### config.mk
export PLATFORM = sky130hd
export DESIGN_NAME = ultrasonic_range_classifier_top
export DESIGN_NICKNAME = d
export VERILOG_FILES = /design/src/rtl/core/urc_pkg.sv /design/src/rtl/core/urc_div58.sv /design/src/rtl/core/urc_core.sv /design/src/rtl/core/ultrasonic_range_classifier_top.sv
export SDC_FILE = /design/constraint.sdc
export NUM_CORES = 1
export LEC_CHECK = 0
export ABC_AREA = 0
export BUFFER_PORTS_ARGS = -buffer_cell sky130_fd_sc_hd__buf_4
export CAP_MARGIN = 5
export CORE_MARGIN = 2
export CORE_UTILIZATION = 40
export DETAILED_ROUTE_END_ITERATION = 12
export PLACE_DENSITY = 0.63
export SYNTH_ARGS = -nofsm -noshare
export SYNTH_HDL_FRONTEND = slang
export SYNTH_SLANG_ARGS = --single-unit
### constraint.sdc
create_clock -name clk -period 8.05 [get_ports clk]
set_clock_uncertainty 0.15 [all_clocks]
set_input_delay 1.61 -clock clk [delete_from_list [all_inputs] [get_ports clk]]
set_output_delay 1.61 -clock clk [all_outputs]
set_load 0.02 [all_outputs]
### src/rtl/core/urc_pkg.sv
package urc_pkg;

	// configuration register indexes
	localparam logic [2:0] CFG_TRIGGER  = 3'd0;
	localparam logic [2:0] CFG_TIMEOUT  = 3'd1;
	localparam logic [2:0] CFG_BUZZER   = 3'd2;
	localparam logic [2:0] CFG_NEAR     = 3'd3;
	localparam logic [2:0] CFG_FAR      = 3'd4;
	localparam logic [2:0] CFG_LED_HOLD = 3'd5;
	localparam logic [2:0] CFG_PAUSE    = 3'd6;

	localparam int CFG_IDX_W  = 3;
	localparam int CFG_DATA_W = 20;

	// echo ticks per centimetre
	localparam logic [13:0] TICKS_PER_CM = 14'd58;

	// floor(w/58) as (w * ceil(2^20/58)) >> 20, exact for any 14-bit w
	localparam int          RECIP_SHIFT = 20;
	localparam logic [14:0] RECIP_58    = 15'd18079;

	// reset values
	localparam logic [7:0]  RST_TRIGGER  = 8'd10;
	localparam logic [13:0] RST_TIMEOUT  = 14'd10000;
	localparam logic [13:0] RST_BUZZ_LIM = 14'd580;
	localparam logic [13:0] RST_NEAR_LIM = 14'd1450;
	localparam logic [13:0] RST_FAR_LIM  = 14'd2030;
	localparam logic [19:0] RST_LED_HOLD = 20'd1000000;
	localparam logic [19:0] RST_PAUSE    = 20'd1000000;

	typedef enum logic [1:0] {
		EV_NONE,
		EV_DONE,
		EV_NO_ECHO,
		EV_TOO_LONG
	} event_t;

	// live settings, distance thresholds already scaled to ticks
	typedef struct packed {
		logic [7:0]  trigger_us;
		logic [13:0] timeout_us;
		logic [13:0] buzzer_lim;
		logic [13:0] near_lim;
		logic [13:0] far_lim;
		logic [19:0] led_hold_us;
		logic [19:0] pause_us;
	} cfg_t;

	// one result item
	typedef struct packed {
		logic        trig;
		logic        buzzer;
		logic        green;
		logic        yellow;
		logic        red;
		event_t      status;
		logic [13:0] pulse_width;
		logic [8:0]  distance;
	} res_t;

endpackage

### src/rtl/core/urc_div58.sv
module urc_div58
	import urc_pkg::*;
(
	input  logic [13:0] width,
	output logic [8:0]  distance
);

	logic [28:0] product;

	// reciprocal multiply, error term stays below one step over the full range
	assign product  = 29'(width) * 29'(RECIP_58);
	assign distance = product[28:RECIP_SHIFT];

endmodule

### src/rtl/core/urc_core.sv
module urc_core
	import urc_pkg::*;
(
	input  logic clk,
	input  logic arst_n,
	input  logic step,
	input  logic echo,
	input  cfg_t cfg,
	output res_t res
);

	typedef enum logic [2:0] {
		PH_TRIG,
		PH_WAIT,
		PH_HIGH,
		PH_LED,
		PH_PAUSE
	} phase_t;

	typedef enum logic [1:0] {
		LED_NONE,
		LED_GREEN,
		LED_YELLOW,
		LED_RED
	} led_t;

	phase_t      phase_q, phase_d;
	logic [19:0] tick_q, tick_d, tick_inc;
	logic [13:0] width_q, width_d, width_inc;
	logic        buzzer_q, buzzer_d;
	led_t        led_q, led_d;
	event_t      ev;
	logic [13:0] pw;
	logic [8:0]  dist_cm;
	logic        lit;

	assign tick_inc  = tick_q + 20'd1;
	assign width_inc = width_q + 14'd1;
	assign lit       = (phase_q == PH_LED);

	always_comb begin
		phase_d  = phase_q;
		tick_d   = tick_q;
		width_d  = width_q;
		buzzer_d = buzzer_q;
		led_d    = led_q;
		ev       = EV_NONE;
		pw       = '0;
		case (phase_q)
			PH_TRIG: begin
				tick_d = tick_inc;
				if (tick_inc >= {12'd0, cfg.trigger_us}) begin
					phase_d = PH_WAIT;
					tick_d  = '0;
				end
			end
			PH_WAIT: begin
				if (echo) begin
					width_d = 14'd1;
					if (14'd1 >= cfg.timeout_us) begin
						ev      = EV_TOO_LONG;
						phase_d = PH_TRIG;
						tick_d  = '0;
					end else begin
						phase_d = PH_HIGH;
					end
				end else begin
					tick_d = tick_inc;
					if (tick_inc >= {6'd0, cfg.timeout_us}) begin
						ev      = EV_NO_ECHO;
						phase_d = PH_TRIG;
						tick_d  = '0;
					end
				end
			end
			PH_HIGH: begin
				if (echo) begin
					width_d = width_inc;
					if (width_inc >= cfg.timeout_us) begin
						ev      = EV_TOO_LONG;
						phase_d = PH_TRIG;
						tick_d  = '0;
					end
				end else begin
					ev       = EV_DONE;
					pw       = width_q;
					buzzer_d = (width_q <= cfg.buzzer_lim);
					if (width_q <= cfg.near_lim) begin
						led_d = LED_GREEN;
					end else if (width_q <= cfg.far_lim) begin
						led_d = LED_YELLOW;
					end else begin
						led_d = LED_RED;
					end
					tick_d = '0;
					if (cfg.led_hold_us != '0) begin
						phase_d = PH_LED;
					end else if (cfg.pause_us != '0) begin
						phase_d = PH_PAUSE;
					end else begin
						phase_d = PH_TRIG;
					end
				end
			end
			PH_LED: begin
				tick_d = tick_inc;
				if (tick_inc >= cfg.led_hold_us) begin
					tick_d  = '0;
					phase_d = (cfg.pause_us == '0) ? PH_TRIG : PH_PAUSE;
				end
			end
			PH_PAUSE: begin
				tick_d = tick_inc;
				if (tick_inc >= cfg.pause_us) begin
					phase_d = PH_TRIG;
					tick_d  = '0;
				end
			end
			default: begin
				phase_d = PH_TRIG;
				tick_d  = '0;
			end
		endcase
	end

	urc_div58 u_div (
		.width    (pw),
		.distance (dist_cm)
	);

	always_comb begin
		res.trig        = (phase_q == PH_TRIG);
		res.buzzer      = buzzer_q;
		res.green       = lit && (led_q == LED_GREEN);
		res.yellow      = lit && (led_q == LED_YELLOW);
		res.red         = lit && (led_q == LED_RED);
		res.status      = ev;
		res.pulse_width = pw;
		res.distance    = dist_cm;
	end

	always_ff @(posedge clk or negedge arst_n) begin
		if (!arst_n) begin
			phase_q  <= PH_TRIG;
			tick_q   <= '0;
			width_q  <= '0;
			buzzer_q <= 1'b0;
			led_q    <= LED_NONE;
		end else if (step) begin
			phase_q  <= phase_d;
			tick_q   <= tick_d;
			width_q  <= width_d;
			buzzer_q <= buzzer_d;
			led_q    <= led_d;
		end
	end

endmodule

### src/rtl/core/ultrasonic_range_classifier_top.sv
// ultrasonic range classifier: each input item is one microsecond tick carrying the
// sampled echo level, and each item yields exactly one result item with the trigger
// drive, buzzer, colour leds and an event report for that tick. the sequencer fires
// the trigger, waits for the echo, measures its width, reports width and distance
// (width/58 cm), then holds the chosen led and pauses, each if set nonzero, before
// retriggering; a missing or over-long echo is reported and retriggers at once. one
// item is taken every clock unless in_stall holds it; an item waits in the input
// register and its result then waits in the output register. the loop through the
// phase/counter registers plus the reciprocal multiplier for the distance sets the
// clock limit. the user writes settings through cfg_we/cfg_idx/cfg_wdata only while
// the block is idle, a user duty; distance thresholds are scaled to ticks on write.
module ultrasonic_range_classifier_top
	import urc_pkg::*;
(
	input  logic                  clk,
	input  logic                  arst_n,
	// configuration writes
	input  logic                  cfg_we,
	input  logic [CFG_IDX_W-1:0]  cfg_idx,
	input  logic [CFG_DATA_W-1:0] cfg_wdata,
	// tick items in
	input  logic                  in_valid,
	output logic                  in_stall,
	input  logic                  echo_level,
	// result items out
	output logic                  out_valid,
	input  logic                  out_stall,
	output logic                  trig_out,
	output logic                  buzzer_on,
	output logic                  led_green,
	output logic                  led_yellow,
	output logic                  led_red,
	output logic [1:0]            event_status,
	output logic [13:0]           pulse_width_us,
	output logic [8:0]            distance_cm
);

	cfg_t        cfg_q;
	logic [13:0] cm_ticks;

	logic        valid_s1;
	logic        echo_s1;
	logic        advance;
	logic        in_take;

	res_t        res;
	res_t        res_q;
	logic        out_valid_q;

	// centimetre setting scaled to echo ticks, 255*58 still fits 14 bits
	assign cm_ticks = 14'(14'(cfg_wdata[7:0]) * TICKS_PER_CM);

	always_ff @(posedge clk or negedge arst_n) begin
		if (!arst_n) begin
			cfg_q.trigger_us  <= RST_TRIGGER;
			cfg_q.timeout_us  <= RST_TIMEOUT;
			cfg_q.buzzer_lim  <= RST_BUZZ_LIM;
			cfg_q.near_lim    <= RST_NEAR_LIM;
			cfg_q.far_lim     <= RST_FAR_LIM;
			cfg_q.led_hold_us <= RST_LED_HOLD;
			cfg_q.pause_us    <= RST_PAUSE;
		end else if (cfg_we) begin
			case (cfg_idx)
				CFG_TRIGGER:  cfg_q.trigger_us  <= cfg_wdata[7:0];
				CFG_TIMEOUT:  cfg_q.timeout_us  <= cfg_wdata[13:0];
				CFG_BUZZER:   cfg_q.buzzer_lim  <= cm_ticks;
				CFG_NEAR:     cfg_q.near_lim    <= cm_ticks;
				CFG_FAR:      cfg_q.far_lim     <= cm_ticks;
				CFG_LED_HOLD: cfg_q.led_hold_us <= cfg_wdata;
				CFG_PAUSE:    cfg_q.pause_us    <= cfg_wdata;
				default: begin
					// writes past the register list are dropped
				end
			endcase
		end
	end

	// item moves on when the output register is empty or being drained
	assign advance  = valid_s1 && (!out_valid_q || !out_stall);
	assign in_stall = valid_s1 && !advance;
	assign in_take  = in_valid && !in_stall;

	// input register
	always_ff @(posedge clk or negedge arst_n) begin
		if (!arst_n) begin
			valid_s1 <= 1'b0;
		end else if (in_take) begin
			valid_s1 <= 1'b1;
		end else if (advance) begin
			valid_s1 <= 1'b0;
		end
	end

	always_ff @(posedge clk) begin
		if (in_take) begin
			echo_s1 <= echo_level;
		end
	end

	// phase sequencer, state moves only when its item advances
	urc_core u_core (
		.clk    (clk),
		.arst_n (arst_n),
		.step   (advance),
		.echo   (echo_s1),
		.cfg    (cfg_q),
		.res    (res)
	);

	// output register
	always_ff @(posedge clk or negedge arst_n) begin
		if (!arst_n) begin
			out_valid_q <= 1'b0;
		end else if (advance) begin
			out_valid_q <= 1'b1;
		end else if (!out_stall) begin
			out_valid_q <= 1'b0;
		end
	end

	always_ff @(posedge clk) begin
		if (advance) begin
			res_q <= res;
		end
	end

	assign out_valid      = out_valid_q;
	assign trig_out       = res_q.trig;
	assign buzzer_on      = res_q.buzzer;
	assign led_green      = res_q.green;
	assign led_yellow     = res_q.yellow;
	assign led_red        = res_q.red;
	assign event_status   = res_q.status;
	assign pulse_width_us = res_q.pulse_width;
	assign distance_cm    = res_q.distance;

	// width and distance only carry a value on a finished measurement
	assert property (@(posedge clk) disable iff (!arst_n)
		out_valid_q && (res_q.status != EV_DONE)
			|-> (res_q.pulse_width == '0) && (res_q.distance == '0))
		else $error("width or distance set without a finished measurement");

	// distance is the exact quotient of the width by 58
	assert property (@(posedge clk) disable iff (!arst_n)
		out_valid_q && (res_q.status == EV_DONE)
			|-> (15'(res_q.distance) * 15'd58 <= 15'(res_q.pulse_width))
			&& (15'(res_q.pulse_width) < (15'(res_q.distance) + 15'd1) * 15'd58))
		else $error("distance does not match pulse width");

	// at most one led lit, and never while triggering
	assert property (@(posedge clk) disable iff (!arst_n)
		out_valid_q |-> $onehot0({res_q.green, res_q.yellow, res_q.red})
			&& !(res_q.trig && (res_q.green || res_q.yellow || res_q.red)))
		else $error("led drive inconsistent");

	// a held item in the input register keeps its echo sample
	assert property (@(posedge clk) disable iff (!arst_n)
		valid_s1 && !advance |=> valid_s1 && $stable(echo_s1))
		else $error("stalled item lost in input register");

	// a blocked result stays put
	assert property (@(posedge clk) disable iff (!arst_n)
		out_valid_q && out_stall |=> out_valid_q && $stable(res_q))
		else $error("stalled result changed");

endmodule
==> results of run 1 <==
==> cell usage after synthesis, types with 4 or more instances <==
cell / count
nand3_1: 26
a21o_1: 22
or3_1: 4
nand2b_1: 8
xnor2_1: 30
nor2b_1: 15
o22ai_1: 8
o21bai_1: 5
o211ai_1: 5
mux2_2: 51
nor4_1: 25
and2_1: 14
or2_2: 6
o21a_1: 9
xor2_1: 15
nand2_1: 132
ha_1: 269
clkbuf_1: 28
a32o_1: 6
edfxtp_1: 31
and3_1: 7
nand3b_1: 4
inv_1: 246
nand4_1: 27
a31oi_1: 5
a211oi_1: 9
nor3_1: 12
fa_1: 71
nor4b_1: 4
o21ai_0: 92
dfstp_2: 39
nor2_1: 59
dfrtp_1: 104
a21oi_1: 43
or4_1: 4
==> registers in the layout, summed over array words and instances (netlist names) <==
signal and flops:
pulse_width_us 14, echo_s1 1, buzzer_on 1, u_core.buzzer_q 1, u_core.phase_q 3, cfg_q 101, event_status 2, led_green 1
valid_s1 1, led_red 1, led_yellow 1, out_valid 1, u_core.led_q 2, u_core.tick_q 20, trig_out 1, distance_cm 9
u_core.width_q 14
==> cell type report <==
class | instances | area share [%]
inverters | 246 | 5.68
flip-flops and latches | 174 | 28.1
repair buffers | 66 | 3.07
multi-input cells | 1034 | 55.8
clock buffers | 19 | 2.80
clock inverters | 13 | 0.932
well taps | 468 | 3.60
==> worst max path at each step <==
stage                           start             end  cells past startpoint
global route        u_core.phase_q[2]  distance_cm[8]                     21
floorplan                     echo_s1  distance_cm[8]                     22
global placement    u_core.phase_q[2]  distance_cm[8]                     21
detailed placement  u_core.phase_q[2]  distance_cm[8]                     21
finish              u_core.phase_q[2]  distance_cm[8]                     21
CTS                 u_core.phase_q[2]  distance_cm[8]                     21
==> per-stage QoR <==
stage	worst slack [ns]	utilization, %	instances	hold slack (ns)
global placement	1.43	43.0	1988	0.309
detailed placement	1.31	43.0	1988	0.323
finish	1.34	44.7	2020	0.334
global route	1.01	44.7	2020	0.359
CTS	1.28	44.7	2020	0.338
floorplan	1.52	-	1488	0.276
==> layer usage <==
layer  up-vias  wire (um)
met1      5120      15700
met2       186      17100
met4         0        746
met5         -          0
li1       5204          -
met3        44       1370
==> cell families (layout without fill, tap and decap cells) <==
| logic type | after synthesis | after routing | synth area share (%) |
|---|---|---|---|
| flops | 174 | 174 | 31.0 |
| compound gates | 232 | 232 | 9.77 |
| mux | 54 | 54 | 4.14 |
| simple gates | 362 | 362 | 12.4 |
| buf+inv | 280 | 344 | 7.24 |
| xor+xnor | 46 | 46 | 2.79 |
| fa+ha+maj | 340 | 340 | 32.6 |
==> power groups by stage <==
stage | Combinational [mW] | Clock, mW | Sequential [mW]
floorplan | 0.721 | 0 | 1.25
global placement | 0.990 | 0 | 1.29
detailed placement | 1.02 | 0 | 1.29
CTS | 1.04 | 0.885 | 1.28
global route | 1.18 | 0.928 | 1.30
finish | 1.03 | 0.872 | 1.27
==> worst register-to-register path, cell delays in order (launching register included) <==
cell and delay (ns):
dfrtp_1 0.53, nor4b_2 0.39, buf_4 0.28, nand2_1 0.18, fa_1 0.59, xor2_1 0.19
ha_1 0.29, inv_1 0.05, fa_1 0.53, inv_1 0.05, fa_1 0.50, fa_1 0.58
fa_1 0.44, ha_1 0.32, a21oi_1 0.13, o221ai_1 0.13, a31o_2 0.29, a22oi_1 0.25
a311oi_1 0.19, o21a_1 0.22, nor2_1 0.11, xnor2_1 0.07
==> summary.txt, run 1 <==
fin area = 16200 um2
number of synthesized flops with an enable pin = 31
post-place instance area = 15600 um2
antenna-violating nets left = 0
Avg Cell Area, Syn = 9.87 um2
reg2reg end = distance_cm[8]
Hold Path Cell Cnt = 2
Synth area leaders = ha_1, dfrtp_1, fa_1
Clock H-tree levels = 4
power per cell area = 196 nW/um2
yosys warns = 0
met3 Track Usage GR = 3.11%
worst hold start = cfg_q[75]
Top FF cell, synth = dfrtp_1
share of post-route cells with drive strength above 1 = 13.1%
routed via count = 10600
Skew-Pair Late Insertion Delay = 0.45 ns
Critical Path AT = 6.76 ns
worst path cell trace = nor4b_2 > buf_4 > nand2_1 > fa_1 > xor2_1 > ha_1 > inv_1 > fa_1 > inv_1 > fa_1 > fa_1 > fa_1 > ha_1 > a21oi_1 > o221ai_1 > a31o_2 > a22oi_1 > a311oi_1 > o21a_1 > nor2_1 > xnor2_1
GR peak layer = met2
Least-Margin Pin Slew = 1.07 ns
Total Nets Final = 1908
RSZ-0062 raised after global routing = false
Worst Path Buf+Inv = 3
die area = 38300 um2
post-route DRC violation count = 0
# fillers = 3440
Slew headroom = 28.5%
Critical Path RT = 8.10 ns
synthesized area = 14700 um2
Post-Route WL = 34.9 mm
total track usage = 19.1%
Syn-to-layout area delta = 10.6%
FF+latch count, synth = 174
vias in the first global route = 10900
total core area = 36300 um2
Worst Setup End Kind = flip-flop
Worst R2R Path Depth = 21
Worst path slowest cell = fa_1
CP Class = reg2reg
largest net degree at the start of global routing = 73
Net Sw Frac = 36.1%
Die Height = 196 um
CP startpoint kind = flip-flop
detailed router's first-iteration violation count = 582
GP Congestion = 0.880
CTS tree = yes
internal power = 2.03 mW
Std-Cell Rows = 70
Clk pwr share = 27.5%
Synth cell types = 66
Synth area leader = ha_1
initial antenna violation count = 0
Resized cells post-CTS = 0
M1 GR Usage = 24.1%
Tcrit/Tclk final = 83.3%
combinational power share = 32.4%
Final setup viols = 0
CP most frequent cell = fa_1
global route overflow = 0
Worst R2R Start = u_core.phase_q[2]
Min-Delay Path Class = reg2reg
crit-path leading delay family = adder cells
Pleak = 8.53 nW
critical path peak fanout = 19
top achievable clock speed = 0.149 GHz
wire per inst = 17.3 um
reg2reg setup slack = 1.34 ns
Starting Density = 40.4%
multi-input logic area = 9070 um2
post-synthesis async set-or-reset flop share = 82.2%
CTS max path bufs = 2
maximum vdd ir drop = 174 uV
Final HPWL DP = 27.4 mm
Detailed Routing Iterations Pass 1 = 6
CTS root buf = clkbuf_16
drt via density = 5.22
status = completed
crit path time final = 6.71 ns
register area = 4560 um2
Max Slew Vio Count = 0
Synthesized Nets = 1857
first-pass GRT wire length = 57.1 mm
most frequent cells in the layout = ha_1, inv_1, nand2_1
hold_buf cts = 0
setup TNS = 0 ns
register area share after synthesis = 31.0%
IO Pins = 61
Clk pin slew, worst setup/hold paths = 0.07 ns
CTS buffer count = 17
Hold EP = cfg_q[75]
most common cell after layout, fill and taps aside = ha_1
M2 GR Usage = 33.6%
max cap viols = 0
CP peak stage delay = 0.59 ns
Total Power = 3.18 mW
area share of the largest cell type after synthesis = 22.9%
Die Span X = 196 um
Reg power frac = 40.1%
switching power = 1.15 mW
total clock sinks = 174
Mapped Cells = 1488
diode count = 0
Post-CTS Setup Repair Bufs = 0
PortBufs = 60
Fin. Hold Viols = 0
No activity file was read; power rests on OpenSTA's default activity.
==> inputs of run 2 (changes only) <==
==> constraint.sdc (replaced) <==
create_clock -name clk -period 6.3 [get_ports clk]
set_clock_uncertainty 0.15 [all_clocks]
set_input_delay 1.26 -clock clk [delete_from_list [all_inputs] [get_ports clk]]
set_output_delay 1.26 -clock clk [all_outputs]
set_load 0.02 [all_outputs]
==> run 2 against run 1 <==
  * Wire length is 0.52% lower
  * Setup slack worse by 1.2 ns
  * Fmax is 9.7% higher
  * Power is 27% higher
  * Critical path type unchanged
==> summary.txt, run 2 (same netlist as run 1, synthesis figures left out) <==
Critical Path AT = 6.17 ns
Max Slew Vio Count = 0
Largest Register = cfg_q
CP startpoint kind = flip-flop
first-pass GRT wire length = 57.0 mm
# fillers = 3320
total clock sinks = 174
vias in the first global route = 11100
Finished Layout Cells = 2057
status = completed
diode count = 0
Fin. Hold Viols = 0
post-route DRC violation count = 0
Die Span X = 196 um
CTS tree = yes
Post-Route WL = 34.7 mm
max cap viols = 0
Final setup viols = 0
CP Class = reg2reg
largest net degree at the start of global routing = 83
total core area = 36300 um2
Syn-to-layout area delta = 12.9%
Slew headroom = 31.0%
die area = 38300 um2
Std-Cell Rows = 70
top achievable clock speed = 0.163 GHz
Min-Delay Path Class = reg2reg
Total Nets Final = 1945
PortBufs = 60
max reg flops = 101
biggest regs = cfg_q x101, u_core.tick_q x20
detailed router's first-iteration violation count = 579
CTS root buf = clkbuf_16
multi-input logic area = 9140 um2
critical path peak fanout = 6
routed via count = 10800
CTS max path bufs = 2
maximum vdd ir drop = 224 uV
Worst Setup End Kind = flip-flop
placed cell count = 2021
GP Congestion = 0.879
Place WS = -0.0784 ns
share of post-route cells with drive strength above 1 = 16.1%
final setup margin = 0.184 ns
Detailed Routing Iterations Pass 1 = 5
Die Height = 196 um
crit path time final = 6.12 ns
Total Power = 4.05 mW
Pleak = 8.74 nW
total track usage = 18.9%
antenna-violating nets left = 0
most common cell after layout, fill and taps aside = ha_1
Clock H-tree levels = 4
Starting Density = 40.4%
register area = 4560 um2
IO Pins = 61
drt via density = 5.25
Tcrit/Tclk final = 97.1%
Critical Path RT = 6.35 ns
Final HPWL DP = 27.4 mm
global route overflow = 0
wire per inst = 16.9 um
initial antenna violation count = 0
Clk pin slew, worst setup/hold paths = 0.08 ns
hold_buf cts = 0
Skew-Pair Late Insertion Delay = 0.46 ns
Least-Margin Pin Slew = 1.03 ns
most frequent cells in the layout = ha_1, inv_1, nand2_1
power per cell area = 244 nW/um2
CTS buffer count = 17
setup TNS = 0 ns
==> run 2: repair_timing <==
| item | in CTS | in global routing |
|---|---|---|
| buffers inserted | 0 | 4 |
| resized for setup | 3 | 15 |
| hold endpoints to repair | 0 | 0 |
| setup endpoints to repair | 2 | 6 |
| pin swaps | 1 | 15 |
==> run 2: routing by layer <==
layer	vias to the layer above	wire, um	GRT usage, %
met4	0	969	5.99
met3	54	1090	2.63
met1	5259	15700	23.8
li1	5283	-	-
met5	-	0	0
met2	203	17000	33.4
==> run 2: path summary, 6_finish.rpt <==
check / slack, ns / start / to / depth (start not counted)
max in group asynchronous: 4.02 / arst_n / u_core.buzzer_q / 2
hold / removal: 0.33 / cfg_q[46] / cfg_q[46] / 2
hold reg to reg: 0.33 / cfg_q[46] / cfg_q[46] / 2
setup / recovery: 0.18 / echo_s1 / distance_cm[8] / 22
min in group asynchronous: 0.69 / arst_n / cfg_q[15] / 1
setup reg to reg: 0.18 / echo_s1 / distance_cm[8] / 22
==> run 2: power by group <==
| part | leakage [nW] | switching (mW) | internal [mW] |
|---|---|---|---|
| sequential | 2.04 | 0.186 | 1.44 |
| combinational | 6.41 | 0.782 | 0.549 |
| clock | 0.294 | 0.526 | 0.567 |
==> run 2: per-stage QoR <==
stage	area, um2	hold slack, ns	utilization [%]
after global routing	16600	0.352	45.6
after global placement	15900	0.308	43.7
after detailed placement	15900	0.321	43.7
after floorplan	14700	0.276	-
final	16600	0.333	45.6
after CTS	16500	0.337	45.4
==> run 2: cell type report <==
class,count,area share (%)
clock inverters,15,1.00
flip-flops and latches,174,27.5
well taps,468,3.53
clock buffers,17,2.57
repair buffers,103,4.71
inverters,246,5.57
multi-input cells,1034,55.1
==> run 2: worst max-delay path, stage by stage, from the launching register on <==
cell and delay [ns]:
edfxtp_1 0.43, nor4b_4 0.28, buf_4 0.17, buf_4 0.13
nand2_1 0.09, fa_2 0.60, xor2_1 0.10, ha_1 0.28
inv_1 0.05, fa_1 0.53, inv_1 0.06, fa_1 0.55
fa_1 0.43, fa_1 0.50, ha_4 0.29, nand4_1 0.10
a211oi_2 0.19, o211ai_1 0.13, buf_4 0.17, a311oi_4 0.27
o21a_1 0.21, nor2_2 0.05, xnor2_1 0.11
==> inputs of run 3 (changes only) <==
--- a/config.mk
+++ b/config.mk
@@ -8,10 +8,11 @@
 export ABC_AREA = 0
 export BUFFER_PORTS_ARGS = -buffer_cell sky130_fd_sc_hd__buf_4
 export CAP_MARGIN = 5
+export CORE_ASPECT_RATIO = 1.5
 export CORE_MARGIN = 2
-export CORE_UTILIZATION = 40
+export CORE_UTILIZATION = 26
 export DETAILED_ROUTE_END_ITERATION = 12
-export PLACE_DENSITY = 0.63
+export PLACE_DENSITY = 0.47
 export SYNTH_ARGS = -nofsm -noshare
 export SYNTH_HDL_FRONTEND = slang
 export SYNTH_SLANG_ARGS = --single-unit
==> run 3 against run 2 <==
  * Sequential cell count did not move
  * First-iteration DRC count fell by 24%
  * Die area rose by 53%
  * Combinational power rose by 4%
  * Global-route usage fell by 4.4 points
  * Setup slack improved by 0.044 ns
  * Fmax rose by 0.72%
  * Wire length rose by 16%
  * Clock-buffer cell count rose by 2
  * Critical path type unchanged
  * Worst hold slack got worse by 0.0037 ns
  * Clock power rose by 4%
  * Critical path depth did not move
==> summary.txt, run 3 (same netlist as run 1, synthesis figures left out) <==
Slew headroom = 30.8%
Least-Margin Pin Slew = 1.03 ns
Worst Setup End Kind = flip-flop
maximum vdd ir drop = 198 uV
Final setup viols = 0
Syn-to-layout area delta = 16.7%
power per cell area = 241 nW/um2
post-place instance area = 16400 um2
Detailed Routing Iterations Pass 1 = 5
Total Power = 4.13 mW
placed cell count = 2324
Post-Route WL = 40.2 mm
Final HPWL DP = 32.9 mm
Total Nets Final = 1963
most common cell after layout, fill and taps aside = ha_1
share of post-route cells with drive strength above 1 = 17.5%
Tcrit/Tclk final = 96.4%
met3 Track Usage GR = 1.72%
total track usage = 14.5%
Critical Path RT = 6.37 ns
max reg flops = 101
Skew-Pair Late Insertion Delay = 0.47 ns
Fin. Hold Viols = 0
M1 GR Usage = 14.7%
initial antenna violation count = 0
Finished Layout Cells = 2363
first-pass GRT wire length = 64.1 mm
CTS buffer count = 17
Largest Register = cfg_q
status = completed
setup TNS = 0 ns
GP Congestion = 0.881
M2 GR Usage = 29.1%
most frequent cells in the layout = ha_1, inv_1, nand2_1
vias in the first global route = 11700
Die Height = 295 um
biggest regs = cfg_q x101, u_core.tick_q x20
post-route DRC violation count = 0
hold_ws = 0.329 ns
CTS root buf = clkbuf_16
CTS max path bufs = 2
critical path peak fanout = 12
detailed router's first-iteration violation count = 441
Std-Cell Rows = 106
drt via density = 4.59
global route overflow = 0
CP startpoint kind = flip-flop
Critical Path AT = 6.15 ns
CP Class = reg2reg
largest net degree at the start of global routing = 77
Die Span X = 198 um
PortBufs = 60
Min-Delay Path Class = reg2reg
# fillers = 5821
max cap viols = 0
crit path time final = 6.07 ns
Clock H-tree levels = 4
Max Slew Vio Count = 0
wire per inst = 17.0 um
fin area = 17100 um2
top achievable clock speed = 0.165 GHz
antenna-violating nets left = 0
die area = 58400 um2
Clk pin slew, worst setup/hold paths = 0.08 ns
GR peak layer = met2
diode count = 0
total clock sinks = 174
IO Pins = 61
Starting Density = 26.3%
total core area = 55800 um2
CTS tree = yes
routed via count = 10900
Pleak = 8.84 nW
==> run 3: cell type report <==
class / instances / area, um2 / area share, %
multi-input cells: 1034 / 9190 / 53.6
flip-flops and latches: 174 / 4560 / 26.6
well taps: 756 / 946 / 5.52
inverters: 246 / 923 / 5.39
repair buffers: 121 / 912 / 5.32
clock buffers: 19 / 453 / 2.64
clock inverters: 13 / 153 / 0.891
==> run 3: stage by stage <==
step                      utilization [%]  setup WS, ns
after global routing                 30.7       -0.0302
after global placement               29.3        -0.130
final                                30.7         0.228
after detailed placement             29.3        -0.187
after floorplan                         -        0.0227
after CTS                            30.4       0.00730
==> run 3: final timing paths <==
kind                                        start             end  slack (ns)  depth (start not counted)
worst max-delay path            u_core.phase_q[1]  distance_cm[8]        0.23                         22
worst min-delay path              u_core.buzzer_q       buzzer_on        0.33                          0
worst max register to register  u_core.phase_q[1]  distance_cm[8]        0.23                         22
worst min register to register    u_core.buzzer_q       buzzer_on        0.33                          0
max in group asynchronous                  arst_n       cfg_q[95]        4.31                          2
min in group asynchronous                  arst_n        cfg_q[7]        0.67                          1
==> run 3: what timing repair did <==
item                       CTS  global route
setup endpoints to repair    5             8
pin swaps                    1            22
resized for setup            1            22
buffers inserted             1             6
hold buffers                 0             0
==> run 3: critical path, cell delays in order (launching register included) <==
cell and delay [ns]:
dfrtp_1 0.39, nor4b_4 0.13, buf_4 0.16, buf_4 0.17, and2_2 0.24, fa_1 0.49, fa_1 0.45, ha_1 0.32
fa_1 0.52, fa_1 0.56, inv_1 0.06, fa_1 0.49, inv_1 0.06, ha_4 0.27, o2111a_1 0.20, o211ai_1 0.12
nor2_2 0.14, o211ai_1 0.10, buf_4 0.17, a311oi_4 0.27, o21a_1 0.20, nor2_2 0.05, xnor2_1 0.11
==> run 3: routing by layer <==
layer / routed length, um / part of all wire [%]
met4: 1440 / 3.6
met2: 22800 / 57
met5: 0 / 0
met1: 15200 / 38
met3: 856 / 2.1
==> run 3: report_power, final <==
group	total (mW)	internal, mW	switching, mW	leakage [nW]
Clock	1.13	0.614	0.513	0.298
Combinational	1.38	0.560	0.822	6.50
Sequential	1.63	1.44	0.187	2.04
